## config.mk

```make
export PLATFORM = sky130hd
export DESIGN_NAME = ambient_light_log_illuminance_flat
export DESIGN_NICKNAME = d
export VERILOG_FILES = /design/src/rtl/alil_pkg.sv /design/src/rtl/alil_req_if.sv /design/src/rtl/alil_rsp_if.sv /design/src/rtl/alil_div.sv /design/src/rtl/alil_norm.sv /design/src/rtl/alil_scale.sv /design/src/rtl/ambient_light_log_illuminance.sv /design/src/flat_wrapper.sv
export SDC_FILE = /design/constraint.sdc
export NUM_CORES = 1
export LEC_CHECK = 0
export ABC_AREA = 1
export BUFFER_PORTS_ARGS = -buffer_cell sky130_fd_sc_hd__clkbuf_2
export CORE_ASPECT_RATIO = 1.75
export CORE_MARGIN = 2
export CORE_UTILIZATION = 40
export CTS_CLUSTER_DIAMETER = 150
export DETAILED_ROUTE_END_ITERATION = 8
export PLACE_DENSITY_LB_ADDON = 0.25
export SYNTH_ARGS = -nofsm -noshare
export SYNTH_HDL_FRONTEND = slang
export SYNTH_SLANG_ARGS = --single-unit
export TNS_END_PERCENT = 20
```

## constraint.sdc

```tcl
create_clock -name clock -period 16.8 [get_ports clock]
set_input_delay 1.68 -clock clock [delete_from_list [all_inputs] [get_ports clock]]
set_output_delay 1.68 -clock clock [all_outputs]
set_load 0.005 [all_outputs]
```

## src/rtl/alil_pkg.sv

```systemverilog
// ----------------------------------------------------------------------------
// Ambient light log illuminance: shared package
// Field widths, arithmetic constants, the log table and the control codes
// that are shared by the block's modules.
// ----------------------------------------------------------------------------
package alil_pkg;

   // Converter width and derived field widths.
   localparam int ADC_BITS = 12;
   localparam int LVL_W    = 12;
   localparam int WGT_W    = 12;
   localparam int STEPS_W  = 9;
   localparam int SENS_W   = 8;
   localparam int ILLUM_W  = 9;

   // Resistance arithmetic: 409500000 / level - 100000.
   localparam int QUOT_W = 29;
   localparam int CNT_W  = $clog2(QUOT_W + 1);
   localparam logic [QUOT_W-1:0] DIVIDEND_FULL = QUOT_W'(409500000);
   localparam logic [QUOT_W-1:0] SERIES_OHMS   = QUOT_W'(100000);

   // Log arithmetic: 40*log2(R) fits 11 bits, the offset is 642 + 30*5.
   localparam int LOG_W   = 11;
   localparam int NUM_W   = 10;
   localparam logic [LOG_W-1:0] LOG_OFFSET = LOG_W'(642 + (30 * 5));
   // floor(n/3) == (n*683) >> 11 for every n below 2047.
   localparam logic [NUM_W-1:0] RECIP3     = NUM_W'(683);
   localparam int RECIP3_SHIFT = 11;

   // Register reset values.
   localparam logic [WGT_W-1:0]   WEIGHT_RESET = WGT_W'(128);
   localparam logic [STEPS_W-1:0] STEPS_RESET  = STEPS_W'(256);
   localparam logic [STEPS_W-1:0] STEPS_MAX    = STEPS_W'(256);

   // Configuration register indexes.
   localparam int CSR_IDX_W = 1;
   typedef enum logic [CSR_IDX_W-1:0] {
      CSR_FILTER_WEIGHT = 1'b0,
      CSR_SENS_STEPS    = 1'b1
   } alil_csr_type;

   // Sequencer states of the top level.
   typedef enum logic [2:0] {
      ST_IDLE,
      ST_FILT,
      ST_DIV,
      ST_NORM,
      ST_LOG,
      ST_OUT
   } alil_state_type;

   // Status that each serial unit reports to the sequencer.
   typedef struct packed {
      logic busy;
      logic done;
   } alil_unit_stat_type;

   // 40*log2 of a 4-bit mantissa, rounded.
   function automatic logic [7:0] log40_lut(input logic [3:0] idx);
      logic [7:0] val;
      case (idx)
         4'd0:    val = 8'd0;
         4'd1:    val = 8'd0;
         4'd2:    val = 8'd40;
         4'd3:    val = 8'd63;
         4'd4:    val = 8'd80;
         4'd5:    val = 8'd93;
         4'd6:    val = 8'd103;
         4'd7:    val = 8'd112;
         4'd8:    val = 8'd120;
         4'd9:    val = 8'd127;
         4'd10:   val = 8'd133;
         4'd11:   val = 8'd138;
         4'd12:   val = 8'd143;
         4'd13:   val = 8'd148;
         4'd14:   val = 8'd152;
         default: val = 8'd156;
      endcase
      return val;
   endfunction

endpackage

```

## src/rtl/alil_req_if.sv

```systemverilog
// ----------------------------------------------------------------------------
// Ambient light request channel
// Valid/ready channel that carries one light sample and one pot sample.
// ----------------------------------------------------------------------------
interface alil_req_if
   import alil_pkg::*;
();
   logic                valid;
   logic                ready;
   logic [ADC_BITS-1:0] light_sample;
   logic [ADC_BITS-1:0] pot_sample;

   modport source (output valid, output light_sample, output pot_sample, input ready);
   modport sink   (input valid, input light_sample, input pot_sample, output ready);
endinterface

```

## src/rtl/alil_rsp_if.sv

```systemverilog
// ----------------------------------------------------------------------------
// Ambient light response channel
// Valid/ready channel that carries the filtered level, log illuminance,
// sensitivity step and zero-level flag of one request.
// ----------------------------------------------------------------------------
interface alil_rsp_if
   import alil_pkg::*;
();
   logic               valid;
   logic               ready;
   logic [LVL_W-1:0]   filtered_level;
   logic [ILLUM_W-1:0] log_illuminance;
   logic [SENS_W-1:0]  sensitivity;
   logic               zero_level;

   modport source (output valid, output filtered_level, output log_illuminance,
                   output sensitivity, output zero_level, input ready);
   modport sink   (input valid, input filtered_level, input log_illuminance,
                   input sensitivity, input zero_level, output ready);
endinterface

```

## src/rtl/alil_div.sv

```systemverilog
// ----------------------------------------------------------------------------
// Ambient light resistance divider
// Restoring divider that produces one quotient bit per cycle of the fixed
// dividend over the 12-bit filtered level.
// ----------------------------------------------------------------------------
module alil_div
   import alil_pkg::*;
(
   input  logic               clock,
   input  logic               reset,
   input  logic               start,
   input  logic [LVL_W-1:0]   divisor,
   output logic [QUOT_W-1:0]  quotient,
   output alil_unit_stat_type stat
);

   logic [QUOT_W-1:0] dq_ff, dq_in;
   logic [LVL_W-1:0]  rem_ff, rem_in;
   logic [LVL_W-1:0]  dvs_ff;
   logic [CNT_W-1:0]  cnt_ff, cnt_in;
   logic              busy_ff, busy_in;
   logic              done_ff, done_in;
   logic [LVL_W:0]    trial;
   logic [LVL_W:0]    diff;
   logic              fits;

   // One restoring step: bring down the next dividend bit and try a subtract.
   always_comb begin
      trial  = {rem_ff, dq_ff[QUOT_W-1]};
      diff   = trial - {1'b0, dvs_ff};
      fits   = (trial >= {1'b0, dvs_ff});
      rem_in = fits ? diff[LVL_W-1:0] : trial[LVL_W-1:0];
      dq_in  = {dq_ff[QUOT_W-2:0], fits};
   end

   // Step counter and status.
   always_comb begin
      cnt_in  = cnt_ff;
      busy_in = busy_ff;
      done_in = done_ff;
      if (start) begin
         cnt_in  = CNT_W'(QUOT_W);
         busy_in = 1'b1;
         done_in = 1'b0;
      end else if (busy_ff) begin
         cnt_in = cnt_ff - 1'b1;
         if (cnt_ff == CNT_W'(1)) begin
            busy_in = 1'b0;
            done_in = 1'b1;
         end
      end
   end

   always_ff @(posedge clock) begin
      if (reset) begin
         cnt_ff  <= '0;
         busy_ff <= 1'b0;
         done_ff <= 1'b0;
      end else begin
         cnt_ff  <= cnt_in;
         busy_ff <= busy_in;
         done_ff <= done_in;
      end
   end

   // Dividend/quotient shift register, remainder and divisor.
   always_ff @(posedge clock) begin
      if (start) begin
         dq_ff  <= DIVIDEND_FULL;
         rem_ff <= '0;
         dvs_ff <= divisor;
      end else if (busy_ff) begin
         dq_ff  <= dq_in;
         rem_ff <= rem_in;
      end
   end

   assign quotient  = dq_ff;
   assign stat.busy = busy_ff;
   assign stat.done = done_ff;

endmodule

```

## src/rtl/alil_norm.sv

```systemverilog
// ----------------------------------------------------------------------------
// Ambient light log normalizer
// Takes the quotient, removes the series resistance, then shifts the
// resistance left one bit per cycle until its leading one reaches the top.
// The shift count and top four bits give 40*log2 of the resistance.
// ----------------------------------------------------------------------------
module alil_norm
   import alil_pkg::*;
(
   input  logic               clock,
   input  logic               reset,
   input  logic               start,
   input  logic [QUOT_W-1:0]  quotient,
   output logic [LOG_W-1:0]   log40,
   output alil_unit_stat_type stat
);

   localparam int MSB_W = $clog2(QUOT_W);

   logic [QUOT_W-1:0] nr_ff;
   logic [3:0]        rlow_ff;
   logic [MSB_W-1:0]  msb_ff;
   logic              busy_ff, busy_in;
   logic              done_ff, done_in;
   logic [QUOT_W-1:0] res;
   logic [LOG_W-1:0]  octave;

   // Resistance is the quotient minus the series resistor, at least one.
   always_comb begin
      if (quotient <= SERIES_OHMS) begin
         res = QUOT_W'(1);
      end else begin
         res = quotient - SERIES_OHMS;
      end
   end

   // Status: done once the leading one sits in the top bit.
   always_comb begin
      busy_in = busy_ff;
      done_in = done_ff;
      if (start) begin
         busy_in = 1'b1;
         done_in = 1'b0;
      end else if (busy_ff && nr_ff[QUOT_W-1]) begin
         busy_in = 1'b0;
         done_in = 1'b1;
      end
   end

   always_ff @(posedge clock) begin
      if (reset) begin
         busy_ff <= 1'b0;
         done_ff <= 1'b0;
      end else begin
         busy_ff <= busy_in;
         done_ff <= done_in;
      end
   end

   // Normalizing shift register and leading-one index.
   always_ff @(posedge clock) begin
      if (start) begin
         nr_ff   <= res;
         rlow_ff <= res[3:0];
         msb_ff  <= MSB_W'(QUOT_W - 1);
      end else if (busy_ff && !nr_ff[QUOT_W-1]) begin
         nr_ff  <= {nr_ff[QUOT_W-2:0], 1'b0};
         msb_ff <= msb_ff - 1'b1;
      end
   end

   // Small values read the table directly; otherwise whole octaves plus
   // the table entry of the top four bits.
   always_comb begin
      octave = LOG_W'(msb_ff - MSB_W'(3)) * LOG_W'(40);
      if (msb_ff >= MSB_W'(3)) begin
         log40 = octave + LOG_W'(log40_lut(nr_ff[QUOT_W-1 -: 4]));
      end else begin
         log40 = LOG_W'(log40_lut(rlow_ff));
      end
   end

   assign stat.busy = busy_ff;
   assign stat.done = done_ff;

endmodule

```

## src/rtl/alil_scale.sv

```systemverilog
// ----------------------------------------------------------------------------
// Ambient light sensitivity scaler
// Bit-serial shift-and-add multiply of the pot sample by steps-1, one
// multiplier bit per cycle from the top, followed by a rounding shift.
// ----------------------------------------------------------------------------
module alil_scale
   import alil_pkg::*;
(
   input  logic                clock,
   input  logic                reset,
   input  logic                start,
   input  logic [ADC_BITS-1:0] pot,
   input  logic [SENS_W-1:0]   factor,
   output logic [SENS_W-1:0]   sensitivity,
   output alil_unit_stat_type  stat
);

   localparam int ACC_W = ADC_BITS + SENS_W;
   localparam int IDX_W = $clog2(SENS_W);

   logic [ACC_W-1:0]    acc_ff;
   logic [ADC_BITS-1:0] pot_ff;
   logic [SENS_W-1:0]   fac_ff;
   logic [IDX_W-1:0]    idx_ff;
   logic                busy_ff, busy_in;
   logic                done_ff, done_in;
   logic [ACC_W-1:0]    addend;
   logic [ACC_W:0]      rounded;

   assign addend = fac_ff[idx_ff] ? ACC_W'(pot_ff) : '0;

   // Status: the last step is the one on the lowest factor bit.
   always_comb begin
      busy_in = busy_ff;
      done_in = done_ff;
      if (start) begin
         busy_in = 1'b1;
         done_in = 1'b0;
      end else if (busy_ff && (idx_ff == '0)) begin
         busy_in = 1'b0;
         done_in = 1'b1;
      end
   end

   always_ff @(posedge clock) begin
      if (reset) begin
         busy_ff <= 1'b0;
         done_ff <= 1'b0;
      end else begin
         busy_ff <= busy_in;
         done_ff <= done_in;
      end
   end

   // Accumulator, operands and bit index.
   always_ff @(posedge clock) begin
      if (start) begin
         acc_ff <= '0;
         pot_ff <= pot;
         fac_ff <= factor;
         idx_ff <= IDX_W'(SENS_W - 1);
      end else if (busy_ff) begin
         acc_ff <= {acc_ff[ACC_W-2:0], 1'b0} + addend;
         idx_ff <= idx_ff - 1'b1;
      end
   end

   // Round by half a converter step and drop the fraction.
   assign rounded     = {1'b0, acc_ff} + (ACC_W+1)'(1 << (ADC_BITS - 1));
   assign sensitivity = rounded[ADC_BITS +: SENS_W];
   assign stat.busy   = busy_ff;
   assign stat.done   = done_ff;

endmodule

```

## src/rtl/ambient_light_log_illuminance.sv

```systemverilog
// ----------------------------------------------------------------------------
// Ambient light log illuminance
// Low-pass filters a light sample, derives the photoresistor resistance and
// its log illuminance, and scales a pot sample to a sensitivity step.
//
//   Channel   Direction  Handshake      Contents
//   req_chan  in         valid/ready    light_sample, pot_sample
//   rsp_chan  out        valid/ready    filtered_level, log_illuminance,
//                                       sensitivity, zero_level
//   csr_*     in         write enable   filter_weight, sensitivity_steps
//
// One request is in flight at a time. Between acceptances the sequencer
// walks the filter, divide, normalize, log and output states; the bit-serial
// divider and the one-bit-per-cycle normalizer, whose run grows with the
// leading zeros of the 29-bit resistance, set how long that takes.
// Reset is synchronous and active high; it clears the filter level and loads
// the register defaults. A response waits in an output register, so a new
// request is taken while it is stalled; the block holds only if that
// register is still full when the next response is ready.
// ----------------------------------------------------------------------------
module ambient_light_log_illuminance
   import alil_pkg::*;
(
   input  logic                 clock,
   input  logic                 reset,
   alil_req_if.sink             req_chan,
   alil_rsp_if.source           rsp_chan,
   input  logic                 csr_we,
   input  logic [CSR_IDX_W-1:0] csr_index,
   input  logic [WGT_W-1:0]     csr_wdata
);

   alil_state_type state_ff, state_in;

   logic [WGT_W-1:0]    weight_ff;
   logic [STEPS_W-1:0]  steps_ff;
   logic [LVL_W-1:0]    level_ff;
   logic [ADC_BITS-1:0] light_ff;
   logic [ADC_BITS-1:0] pot_ff;
   logic                zero_ff;
   logic [NUM_W-1:0]    num_ff;

   logic                rsp_valid_ff;
   logic [LVL_W-1:0]    rsp_level_ff;
   logic [ILLUM_W-1:0]  rsp_illum_ff;
   logic [SENS_W-1:0]   rsp_sens_ff;
   logic                rsp_zero_ff;

   logic                req_take;
   logic                unit_start;
   logic                norm_start;
   logic                rsp_load;

   logic signed [LVL_W:0]     lvl_diff;
   logic signed [2*LVL_W+1:0] lvl_prod;
   logic signed [2*LVL_W+1:0] lvl_acc;
   logic [LVL_W-1:0]          lvl_new;
   logic                      lvl_zero;
   logic [LVL_W-1:0]          divisor;
   logic [STEPS_W-1:0]        steps_eff;
   logic [SENS_W-1:0]         factor;
   logic [2*NUM_W-1:0]        illum_prod;

   logic [QUOT_W-1:0]   quotient;
   logic [LOG_W-1:0]    log40;
   logic [SENS_W-1:0]   sens;
   alil_unit_stat_type  div_stat;
   alil_unit_stat_type  norm_stat;
   alil_unit_stat_type  scale_stat;

   // Filter step: level + (x - level)*w / 4096, rounded toward the sample.
   always_comb begin
      lvl_diff = $signed({1'b0, light_ff}) - $signed({1'b0, level_ff});
      lvl_prod = lvl_diff * $signed({1'b0, weight_ff});
      lvl_acc  = $signed({2'b00, level_ff, {ADC_BITS{1'b0}}}) + lvl_prod
               + ((light_ff > level_ff) ? (2*LVL_W+2)'((1 << ADC_BITS) - 1)
                                        : (2*LVL_W+2)'(0));
      lvl_new  = lvl_acc[ADC_BITS +: LVL_W];
      lvl_zero = (lvl_new == '0);
      divisor  = lvl_zero ? LVL_W'(1) : lvl_new;
   end

   // Sensitivity step count limited to 1..256, used as steps-1.
   always_comb begin
      if (steps_ff > STEPS_MAX) begin
         steps_eff = STEPS_MAX;
      end else if (steps_ff == '0) begin
         steps_eff = STEPS_W'(1);
      end else begin
         steps_eff = steps_ff;
      end
      factor = SENS_W'(steps_eff - STEPS_W'(1));
   end

   // Serial units.
   alil_div u_div (
      .clock    (clock),
      .reset    (reset),
      .start    (unit_start),
      .divisor  (divisor),
      .quotient (quotient),
      .stat     (div_stat)
   );

   alil_norm u_norm (
      .clock    (clock),
      .reset    (reset),
      .start    (norm_start),
      .quotient (quotient),
      .log40    (log40),
      .stat     (norm_stat)
   );

   alil_scale u_scale (
      .clock       (clock),
      .reset       (reset),
      .start       (unit_start),
      .pot         (pot_ff),
      .factor      (factor),
      .sensitivity (sens),
      .stat        (scale_stat)
   );

   // Sequencer: next state and control.
   always_comb begin
      state_in   = state_ff;
      req_take   = 1'b0;
      unit_start = 1'b0;
      norm_start = 1'b0;
      rsp_load   = 1'b0;
      unique case (state_ff)
         ST_IDLE: begin
            req_take = 1'b1;
            if (req_chan.valid) begin
               state_in = ST_FILT;
            end
         end
         ST_FILT: begin
            unit_start = 1'b1;
            state_in   = ST_DIV;
         end
         ST_DIV: begin
            if (div_stat.done) begin
               norm_start = 1'b1;
               state_in   = ST_NORM;
            end
         end
         ST_NORM: begin
            if (norm_stat.done) begin
               state_in = ST_LOG;
            end
         end
         ST_LOG: begin
            state_in = ST_OUT;
         end
         ST_OUT: begin
            if (!rsp_valid_ff || rsp_chan.ready) begin
               rsp_load = 1'b1;
               state_in = ST_IDLE;
            end
         end
         default: begin
            state_in = ST_IDLE;
         end
      endcase
   end

   always_ff @(posedge clock) begin
      if (reset) begin
         state_ff <= ST_IDLE;
      end else begin
         state_ff <= state_in;
      end
   end

   // Configuration registers and filter state.
   always_ff @(posedge clock) begin
      if (reset) begin
         weight_ff <= WEIGHT_RESET;
         steps_ff  <= STEPS_RESET;
         level_ff  <= '0;
      end else begin
         if (csr_we) begin
            unique case (csr_index)
               CSR_FILTER_WEIGHT: weight_ff <= csr_wdata;
               CSR_SENS_STEPS:    steps_ff  <= csr_wdata[STEPS_W-1:0];
            endcase
         end
         if (state_ff == ST_FILT) begin
            level_ff <= lvl_new;
         end
      end
   end

   // Request payload and intermediate results.
   always_ff @(posedge clock) begin
      if (req_take && req_chan.valid) begin
         light_ff <= req_chan.light_sample;
         pot_ff   <= req_chan.pot_sample;
      end
      if (state_ff == ST_FILT) begin
         zero_ff <= lvl_zero;
      end
      if (state_ff == ST_LOG) begin
         num_ff <= (log40 > LOG_OFFSET) ? '0 : NUM_W'(LOG_OFFSET - log40);
      end
   end

   // Divide by three through the reciprocal.
   assign illum_prod = num_ff * RECIP3;

   // Response register.
   always_ff @(posedge clock) begin
      if (reset) begin
         rsp_valid_ff <= 1'b0;
      end else if (rsp_load) begin
         rsp_valid_ff <= 1'b1;
      end else if (rsp_chan.ready) begin
         rsp_valid_ff <= 1'b0;
      end
   end

   always_ff @(posedge clock) begin
      if (rsp_load) begin
         rsp_level_ff <= level_ff;
         rsp_illum_ff <= illum_prod[RECIP3_SHIFT +: ILLUM_W];
         rsp_sens_ff  <= sens;
         rsp_zero_ff  <= zero_ff;
      end
   end

   assign req_chan.ready           = req_take;
   assign rsp_chan.valid           = rsp_valid_ff;
   assign rsp_chan.filtered_level  = rsp_level_ff;
   assign rsp_chan.log_illuminance = rsp_illum_ff;
   assign rsp_chan.sensitivity     = rsp_sens_ff;
   assign rsp_chan.zero_level      = rsp_zero_ff;

`ifndef SYNTH
   // The shorter scaler has finished whenever the divider has.
   a_scale_before_div: assert property (@(posedge clock) disable iff (reset)
      (state_ff == ST_DIV && div_stat.done) |-> scale_stat.done)
      else $error("scaler still busy when divider finished");

   // An accepted request starts the filter step on the next cycle.
   a_accept_to_filt: assert property (@(posedge clock) disable iff (reset)
      (req_chan.valid && req_chan.ready) |=> (state_ff == ST_FILT))
      else $error("accepted request did not enter the filter step");

   // A zero level always yields the darkest reading.
   a_zero_level: assert property (@(posedge clock) disable iff (reset)
      (rsp_valid_ff && rsp_zero_ff) |-> (rsp_level_ff == '0 && rsp_illum_ff == '0))
      else $error("zero level response with nonzero level or illuminance");
`endif

endmodule
```

## src/flat_wrapper.sv

```systemverilog
// flat-port wrapper written by rule: the top's interface ports become plain ports
module ambient_light_log_illuminance_flat import alil_pkg::*;
  (clock, reset, csr_we, csr_index, csr_wdata, req_chan_valid, req_chan_light_sample, req_chan_pot_sample, req_chan_ready, rsp_chan_valid, rsp_chan_filtered_level, rsp_chan_log_illuminance, rsp_chan_sensitivity, rsp_chan_zero_level, rsp_chan_ready);
  alil_req_if req_chan_i ();
  alil_rsp_if rsp_chan_i ();
  input  logic clock;
  input  logic reset;
  input  logic csr_we;
  input  logic [CSR_IDX_W-1:0] csr_index;
  input  logic [WGT_W-1:0] csr_wdata;
  input wire logic [$bits(req_chan_i.valid)-1:0] req_chan_valid;
  input wire logic [$bits(req_chan_i.light_sample)-1:0] req_chan_light_sample;
  input wire logic [$bits(req_chan_i.pot_sample)-1:0] req_chan_pot_sample;
  output wire logic [$bits(req_chan_i.ready)-1:0] req_chan_ready;
  output wire logic [$bits(rsp_chan_i.valid)-1:0] rsp_chan_valid;
  output wire logic [$bits(rsp_chan_i.filtered_level)-1:0] rsp_chan_filtered_level;
  output wire logic [$bits(rsp_chan_i.log_illuminance)-1:0] rsp_chan_log_illuminance;
  output wire logic [$bits(rsp_chan_i.sensitivity)-1:0] rsp_chan_sensitivity;
  output wire logic [$bits(rsp_chan_i.zero_level)-1:0] rsp_chan_zero_level;
  input wire logic [$bits(rsp_chan_i.ready)-1:0] rsp_chan_ready;
  assign req_chan_i.valid = req_chan_valid;
  assign req_chan_i.light_sample = req_chan_light_sample;
  assign req_chan_i.pot_sample = req_chan_pot_sample;
  assign req_chan_ready = req_chan_i.ready;
  assign rsp_chan_valid = rsp_chan_i.valid;
  assign rsp_chan_filtered_level = rsp_chan_i.filtered_level;
  assign rsp_chan_log_illuminance = rsp_chan_i.log_illuminance;
  assign rsp_chan_sensitivity = rsp_chan_i.sensitivity;
  assign rsp_chan_zero_level = rsp_chan_i.zero_level;
  assign rsp_chan_i.ready = rsp_chan_ready;
  ambient_light_log_illuminance u_core (.clock(clock), .reset(reset), .req_chan(req_chan_i), .rsp_chan(rsp_chan_i), .csr_we(csr_we), .csr_index(csr_index), .csr_wdata(csr_wdata));
endmodule
```

==> reports/summary.md, run 1 <==
The flow ran to the end, and the final reports show no timing, DRC or antenna violations. Measured along the y axis, the die boundary spans 313 um. The tools report the wire length of the first global-routing pass as 93000 um.

The cell sitting at the root of the clock tree is a sky130_fd_sc_hd__clkbuf_16. Slew at the pin closest to its max-slew limit: 1.10 ns. The capturing element type of the critical path was a flop.

The logs give 3098 for the layout net count and 0 for the total number of yosys warnings. The worst path needs 8.52 ns of the cycle, external delays included. For the number of sinks on the clock net, the log shows 262. Beginning of the critical path: u_core.light_ff[0]. Start point of the worst hold path: u_core.pot_ff[4].

Entering global routing, the biggest net connects 56 pins. The run gives 40.4% as the starting density of the core. After global routing the overflow that remains totals 0. The worst endpoint required time is 17.11 ns, and the insertion delay of the later-clocked pin in the worst-skew pair is 0.57 ns.

After routing the design area is 23900 um^2. Counting instances, the worst hold path has a depth of 0. The number of synthesized register bits was 262.

The cell area after placement is 22900 um^2. The worst register-to-register path begins at u_core.light_ff[0]. Of the total synthesized cell area, the portion taken by AND, OR, NAND and NOR gates is 18.9%. The setup path with the least slack is of type reg2reg. After the first detailed-routing iteration, the DRC count stood at 706. The run gives 0 as the number of endpoints with negative hold slack in the final report. Core area: 54200 um^2. Of the post-synthesis cell area, the dominant cell type holds 17.9%. The final HPWL from detailed placement is 46900 um.

At the end of routability-driven placement, the weighted congestion stood at 0.991. The clock passes through at most 3 buffers. The layout filler cell count was 5397. The number of gates resized after CTS was 0. The worst setup path is launched from a flop. After synthesis, the share of flip-flops with an asynchronous set or reset is 0%.

Global routing used 20.6% of the available tracks across all layers. Placed instance count: 3336. For the worst flop-to-flop path, the logic depth is 31. For the final database, setup skew stands at 0.0167 ns. After detailed routing, the total wire length is 57100 um.

The average detailed-routed wire length per instance came out at 16.8 um. For the distinct cell type count of the synthesized netlist, the log shows 62. The die covers 56600 um^2.

The via count of the first global-routing pass came out at 18400. After synthesis the cells add up to 21900 um^2. For this run, the slowest stage of the critical path takes 0.76 ns. Adding up every negative setup slack in the final design gives 0 ns. Setup violations remaining at the end of the flow were counted as 0. Dividing the detail-routed via count by the number of cells gives 5.04. For this run, the top clock speed supported by timing is 0.117 GHz. In the routed design, unresolved DRC markers number 0.

Dividing the synthesized area by the synthesized cell count gives 8.35 um^2. The number of max-capacitance violations reported is 0. In this run, post-CTS hold repair placed 0 buffers. In the synthesized netlist, the number of instances is 2617. Ranked by total cell area, the synthesized netlist is headed by sky130_fd_sc_hd__edfxtp_1, sky130_fd_sc_hd__fa_1, sky130_fd_sc_hd__dfxtp_1, sky130_fd_sc_hd__ha_1, sky130_fd_sc_hd__inv_1.

The top cell types in the final layout, fill and taps aside, are sky130_fd_sc_hd__inv_1, sky130_fd_sc_hd__nand2_1, sky130_fd_sc_hd__nor2_1. The x dimension of the die came out at 181 um. Measured against the total synthesized area, the mux share comes to 0.252%. Counting flops with a built-in enable in the synthesized netlist gives 130.

The number of H-tree levels came out at 1. The run gives 0 as the post-CTS setup buffer count. The xor and xnor fraction of the mapped netlist area is 2.81%. Of all cell types, the one taking the most synthesized area is sky130_fd_sc_hd__edfxtp_1. Area added between synthesis and finish: 9.28%. The top fanout value on the critical path was 10. The number of pins with negative max-slew slack in the final report was 0; the share of cells above drive strength 1 was 7.82%.

The first TritonRoute pass finished after 6 iterations. The count of nets left with antenna violations once routing finished came out at 0. The dominant combinational cell family by area after synthesis was adder cells. TritonCTS built the clock tree. Most common cell after layout, fill and taps aside: sky130_fd_sc_hd__inv_1. The floorplan has 113 rows. Number of standard cells in the final layout excluding fillers: 3389. Setup repair after global routing left no endpoint under its margin. The port buffer count works out to 73. The final route contains 17100 vias.

The sequential fraction of the synthesis area was 30.0%. After clock tree synthesis, the clock-pin slew on the worst setup and hold paths is 0.07 ns. The largest individual stage delay along the critical path comes from the cell sky130_fd_sc_hd__fa_1. 74 I/O pins were placed. For the worst setup path, the data arrival time is 8.83 ns. The number of buffers inserted during clock tree synthesis was 29. For this run, the leading register cell type out of synthesis is sky130_fd_sc_hd__dfxtp_1. When the netlist entered floorplanning its net count stood at 3038. In this run the tightest slew margin relative to its limit is 26.3%.

The initial antenna violation count was 0. The repair_antennas step left the layout with diodes totalling 0. The compound-gate portion of the synthesized area was 9.64%; the post-synthesis share of cell area spent on full adders, half adders and majority gates was 28.1%. In the finished design, the share of the clock period the worst path needs comes to 50.7%.

Type of the tightest min-delay check: reg2reg.
==> Yosys cell counts, drive strengths merged (12+ instances only) <==
| cell | n |
|---|---|
| o21bai | 17 |
| nor3 | 29 |
| edfxtp | 130 |
| fa | 185 |
| a21oi | 118 |
| xnor2 | 23 |
| o22ai | 12 |
| o21ai | 138 |
| clkbuf | 41 |
| nand4 | 18 |
| dfxtp | 132 |
| ha | 194 |
| xor2 | 47 |
| nand3 | 88 |
| nor2 | 237 |
| o211ai | 26 |
| nand2 | 537 |
| or2 | 18 |
| inv | 536 |
==> cell type report <==
type / instances / area (um^2) / share of cell area (%)
Multi-Input combinational cell: 1763 / 13100 / 54.7
Sequential cell: 262 / 6550 / 27.4
Inverter: 541 / 2040 / 8.53
Tap cell: 690 / 863 / 3.62
Clock buffer: 40 / 842 / 3.53
Timing Repair Buffer: 80 / 418 / 1.75
Clock inverter: 13 / 108 / 0.451
==> stage by stage <==
step                      util [%]  hold WS (ns)  worst slack [ns]
after floorplan                  -         0.400              9.70
after global placement        42.3         0.406              8.43
after detailed placement      42.3         0.405              8.37
after CTS                     44.1         0.416              8.33
after global routing          44.1         0.424              7.85
final                         44.1         0.418              8.28
==> path summary, 6_finish.rpt <==
check	slack, ns	to
max	8.28	u_core.u_div.dvs_ff[0]
min	0.42	u_core.u_scale.pot_ff[4]
max reg2reg	8.28	u_core.u_div.dvs_ff[0]
min reg2reg	0.42	u_core.u_scale.pot_ff[4]
==> registers in the layout, summed over array words and instances (netlist names), 12 cells and up, named ones only <==
register,count
u_core.rsp_chan.filtered_level,12
u_core.level_ff,12
u_core.u_scale.acc_ff,20
u_core.light_ff,12
u_core.u_div.rem_ff,12
u_core.u_div.quotient,29
u_core.u_scale.pot_ff,12
u_core.weight_ff,12
u_core.u_div.dvs_ff,12
u_core.u_norm.nr_ff,29
u_core.pot_ff,12
==> routing by layer <==
metal | vias to the layer above | track usage (%) | share of wire [%]
met2 | 374 | 41.0 | 55
met4 | 0 | 11.5 | 6.0
met3 | 158 | 2.18 | 3.3
met1 | 8170 | 20.5 | 35
li1 | 8387 | - | -
met5 | - | 0 | 0
==> critical path, delay by kind of cell (launching register included) <==
family | cells | cell delay (ns)
and+or+nand+nor | 16 | 2.56
buffers and inverters | 5 | 0.49
adders and majority gates | 9 | 4.57
DFF | 1 | 0.33
AOI/OAI and AO/OA | 1 | 0.28
==> logic make-up (layout without fill, tap and decap cells) <==
group,Yosys count,after routing
xor gates and xnor gates,70,70
and+or+nand+nor,954,954
AOI/OAI and AO/OA,357,357
DFF,262,262
adders and majority gates,379,379
muxes,3,3
buffers and inverters,592,674
Power of run 1 is left out: the tool's default activity adds up to more than one toggle a clock period on the data nets, which glitch-free logic cannot reach.
==> inputs of run 2 (changes only) <==
ABC_AREA = 0   (was 1)
clock period = 7.8 ns   (was 16.8 ns; I/O delays follow)
==> reports/summary.md, run 2 <==
The flow ran to the end, but the final reports show violations. The final reports fail on negative setup slack. The global-route total usage across every layer came out at 19.7% (was 20.6%).

The upper clock frequency limit is 0.121 GHz (was 0.117 GHz). The number of endpoints with negative hold slack in the final report was 0 (unchanged); the insertion delay of the later-clocked pin in the worst-skew pair was 0.57 ns (about the same). Across the VDD grid, the largest voltage drop is 345 uV. Final number of setup-violating endpoints: 4 (was 0). The run gives 0 (unchanged) as the total number of yosys warnings. Type of the tightest min-delay check: in2reg (was reg2reg).

The average detailed-routed wire length per instance works out to 17.0 um (was 16.8 um). The share of cells above drive strength 1 was 15.6% (was 7.82%); the post-synthesis share of cell area spent on full adders, half adders and majority gates was 29.4% (was 28.1%). The dominant combinational cell family by area after synthesis was adder cells (unchanged). The average instance area after synthesis was 9.63 um^2 (was 8.35 um^2). The initial antenna violation count is 1 (was 0), and the relative max-transition margin is 28.5% (was 26.3%). The cell that appears most often on the critical path is sky130_fd_sc_hd__fa_1. The number of buffers inserted during clock tree synthesis came out at 27 (was 29). The top fanout value on the critical path is 5 (was 10). The async set-reset flop share out of synthesis was 0% (unchanged).

Leading registers by flop count: u_core.u_div.quotient (29), u_core.u_norm.nr_ff (29), u_core.u_scale.acc_ff (20) (unchanged). The run gives 8.68 ns (was 8.83 ns) as the data arrival time of the critical path. The number of H-tree levels came out at 1 (unchanged). Setup repair after global routing could not meet its margin everywhere. The register clock-pin slew on the reported worst setup and hold paths is 0.07 ns (about the same), and the wire length of the first global-routing pass is 84300 um (was 93000 um). Number of synthesized register bits: 262 (unchanged). The worst clock skew is 0.0311 ns (was 0.0167 ns). Overall power consumption after layout is estimated at 12.3 mW. The number of standard cells in the final layout excluding fillers is 3036 (was 3389). The tools report the cell count after synthesis as 2167 (was 2617). Dominant cells by area after synthesis: sky130_fd_sc_hd__edfxtp_1, sky130_fd_sc_hd__fa_1, sky130_fd_sc_hd__dfxtp_1, sky130_fd_sc_hd__ha_1, sky130_fd_sc_hd__inv_1 (unchanged).

The logs give 0 (unchanged) for the post-detailed-route DRC marker count and 16600 (was 18400) for the via count of the first global-routing pass. The vias after detailed routing was 15400 (was 17100). The number of cell rows is 110 (was 113).

The port buffer count was 73 (unchanged). The number of vias per cell was 5.09 (was 5.04); the xor and xnor fraction of the mapped netlist area was 4.70% (was 2.81%). The worst-path cell with the longest stage delay was sky130_fd_sc_hd__fa_1 (unchanged). The slew at the pin closest to its max-slew limit is 1.07 ns (was 1.10 ns), and the count of antenna-violating nets left after detailed routing is 0 (unchanged). The critical path's largest stage delay is 0.54 ns (was 0.76 ns), and the mux share of post-synthesis cell area is 2.25% (was 0.252%).

The most used flip-flop cell after synthesis was sky130_fd_sc_hd__dfxtp_1 (unchanged). Number of sinks on the clock net: 262 (unchanged). In this run the power density over the cells is 504 nW/um^2. The run gives 2763 (was 3098) as the layout net count. For the die area, the log shows 54100 um^2 (was 56600 um^2). The starting density of the core was 40.5% (was 40.4%); the number of flops mapped to enable cells by yosys was 130 (unchanged). The number of max-capacitance violations reported came out at 0 (unchanged).

The share of the synthesized area in the top cell type works out to 18.7% (was 17.9%). Ratio of final minimum period to clock period: 106% (was 50.7%). The x dimension of the die is 177 um (was 181 um), and the post-route setup TNS is -1.18 ns (was 0 ns). The tools report the routability congestion estimate from global placement as 0.979 (was 0.991). The logs give 0.383 ns (was 0.418 ns) for the worst hold-check slack and 702 (was 706) for the violation count after the first detailed-routing iteration.

The worst setup slack after layout came out at -0.484 ns (was 8.28 ns). Die height: 306 um (was 313 um). The tools report the leakage dissipation as 11.2 nW. TritonCTS built the clock tree. The total overflow reported by the global router is 0 (unchanged). The clock tree root buffer cell was sky130_fd_sc_hd__clkbuf_16 (unchanged).

The cell taking the most area after synthesis was sky130_fd_sc_hd__edfxtp_1 (unchanged). The run gives 51700 um (was 57100 um) as the post-detailed-routing wire length. The register-to-register path setup slack was -0.48 ns (was 8.28 ns); the setup slack after placement was -0.662 ns (was 8.37 ns). Most used cells in the layout excluding fill and tap cells: sky130_fd_sc_hd__inv_1, sky130_fd_sc_hd__nand2_1, sky130_fd_sc_hd__ha_1 (was sky130_fd_sc_hd__inv_1, sky130_fd_sc_hd__nand2_1, sky130_fd_sc_hd__nor2_1). The placed instance count is 2975 (was 3336). The shortest period the worst path allows works out to 8.28 ns (was 8.52 ns). The most common cell after layout, fill and taps aside is sky130_fd_sc_hd__inv_1 (unchanged). The run gives 41100 um (was 46900 um) as the final HPWL from detailed placement.

The compound-gate portion of the synthesized area is 10.4% (was 9.64%). Post-synthesis share of cell area spent on and, or, nand and nor gates: 14.6% (was 18.9%). The category of the worst setup path launch point was a flop (unchanged).

The worst-case clock buffer depth is 3 (unchanged), and the distinct cell type count of the synthesized netlist is 78 (was 62). The core area is 51500 um^2 (was 54200 um^2). The logs give 5 (was 6) for the iteration count of the initial detailed-routing pass and 20900 um^2 (was 21900 um^2) for the cell area after synthesis. The worst endpoint required time came out at 8.20 ns (was 17.11 ns). The tools report the number of placed I/O pins as 74 (unchanged).

The cell with the most instances after synthesis was sky130_fd_sc_hd__inv_1 (unchanged). The sequential fraction of the synthesis area was 31.4% (was 30.0%). The area added between synthesis and finish was 16.9% (was 9.28%); the number of pins with negative max-slew slack in the final report was 0 (unchanged).

The capturing element type of the critical path is a flop (unchanged). The critical path class is reg2reg (unchanged). Commonest cells in the netlist: sky130_fd_sc_hd__inv_1, sky130_fd_sc_hd__nand2_1, sky130_fd_sc_hd__ha_1, sky130_fd_sc_hd__fa_1, sky130_fd_sc_hd__dfxtp_1 (was sky130_fd_sc_hd__inv_1, sky130_fd_sc_hd__nand2_1, sky130_fd_sc_hd__nor2_1, sky130_fd_sc_hd__ha_1, sky130_fd_sc_hd__fa_1). The synthesized netlist net count was 2588 (was 3038); the largest net degree at the start of global routing was 72 (was 56).
## run 2: cell types whose count changed after synthesis, moves of 44 or more
cell                      before  now
sky130_fd_sc_hd__o21ai_0     125   68
sky130_fd_sc_hd__and2_1        4   65
sky130_fd_sc_hd__xnor2_1      23   67
sky130_fd_sc_hd__nand2_1     522  244
sky130_fd_sc_hd__nor2b_1       0   56
sky130_fd_sc_hd__inv_1       526  320
sky130_fd_sc_hd__nand3_1      81   20
sky130_fd_sc_hd__nor2_1      220  117
## run 2: logic make-up (layout without fill, tap and decap cells)
group,Yosys count,after routing
compound gates,335,335
xor+xnor,112,112
fa+ha+maj,380,380
buf+inv,403,599
flops,262,262
mux,44,44
other cells,0,1
simple gates,631,631
## run 2: where the power goes
| group | internal (mW) | switching [mW] | total (mW) |
|---|---|---|---|
| combinational | 4.09 | 4.65 | 8.74 |
| clock | 0.771 | 0.585 | 1.36 |
| sequential | 1.94 | 0.260 | 2.20 |
| total | 6.80 | 5.50 | 12.3 |
## run 2: per-stage QoR
step	area (um^2)	utilization, %
2_1_floorplan	21000	-
3_3_place_gp	23000	44.8
3_5_place_dp	23000	44.8
4_1_cts	24100	46.9
5_1_grt	24400	47.4
6_report	24400	47.4
## run 2: layer usage
metal	up-vias	share of wire (%)	track usage, %
li1	7503	-	-
met1	7532	34	19.2
met2	282	57	39.7
met3	130	3.0	1.84
met4	0	5.8	10.4
met5	-	0	0
## run 2: final timing paths
kind                             startpoint                  endpoint  cells past startpoint
setup reg to reg         u_core.light_ff[1]            u_core.zero_ff                     30
setup / recovery         u_core.light_ff[1]            u_core.zero_ff                     30
hold / removal    req_chan_light_sample[10]       u_core.light_ff[10]                      1
hold reg to reg            u_core.pot_ff[0]  u_core.u_scale.pot_ff[0]                      0
## run 2: repair_timing
| action | CTS | global route |
|---|---|---|
| gates resized for setup | 23 | 41 |
| endpoints found under the hold margin | 0 | 0 |
| hold buffers | 0 | 0 |
| endpoints found under the setup margin | 10 | 18 |
| buffers inserted | 6 | 2 |
| pin swaps | 22 | 26 |
| cloned | 2 | 0 |
## run 2: critical path, delay by kind of cell (launching register included)
family	cells	cell delay, ns
xor+xnor	1	0.16
buf+inv	6	0.62
compound gates	6	1.44
simple gates	9	2.07
flops	1	0.40
fa+ha+maj	8	3.39
## run 2: area by class of cell
class	instances	area [um^2]
fill	4898	27100
multi-input combinational	1502	13300
sequential	262	6550
timing repair buffer	227	1600
inverter	322	1210
tap	672	841
clock buffer	33	761
clock inverter	17	176
antenna	1	2.50
Note: power is estimated with default switching activity, not from simulation.
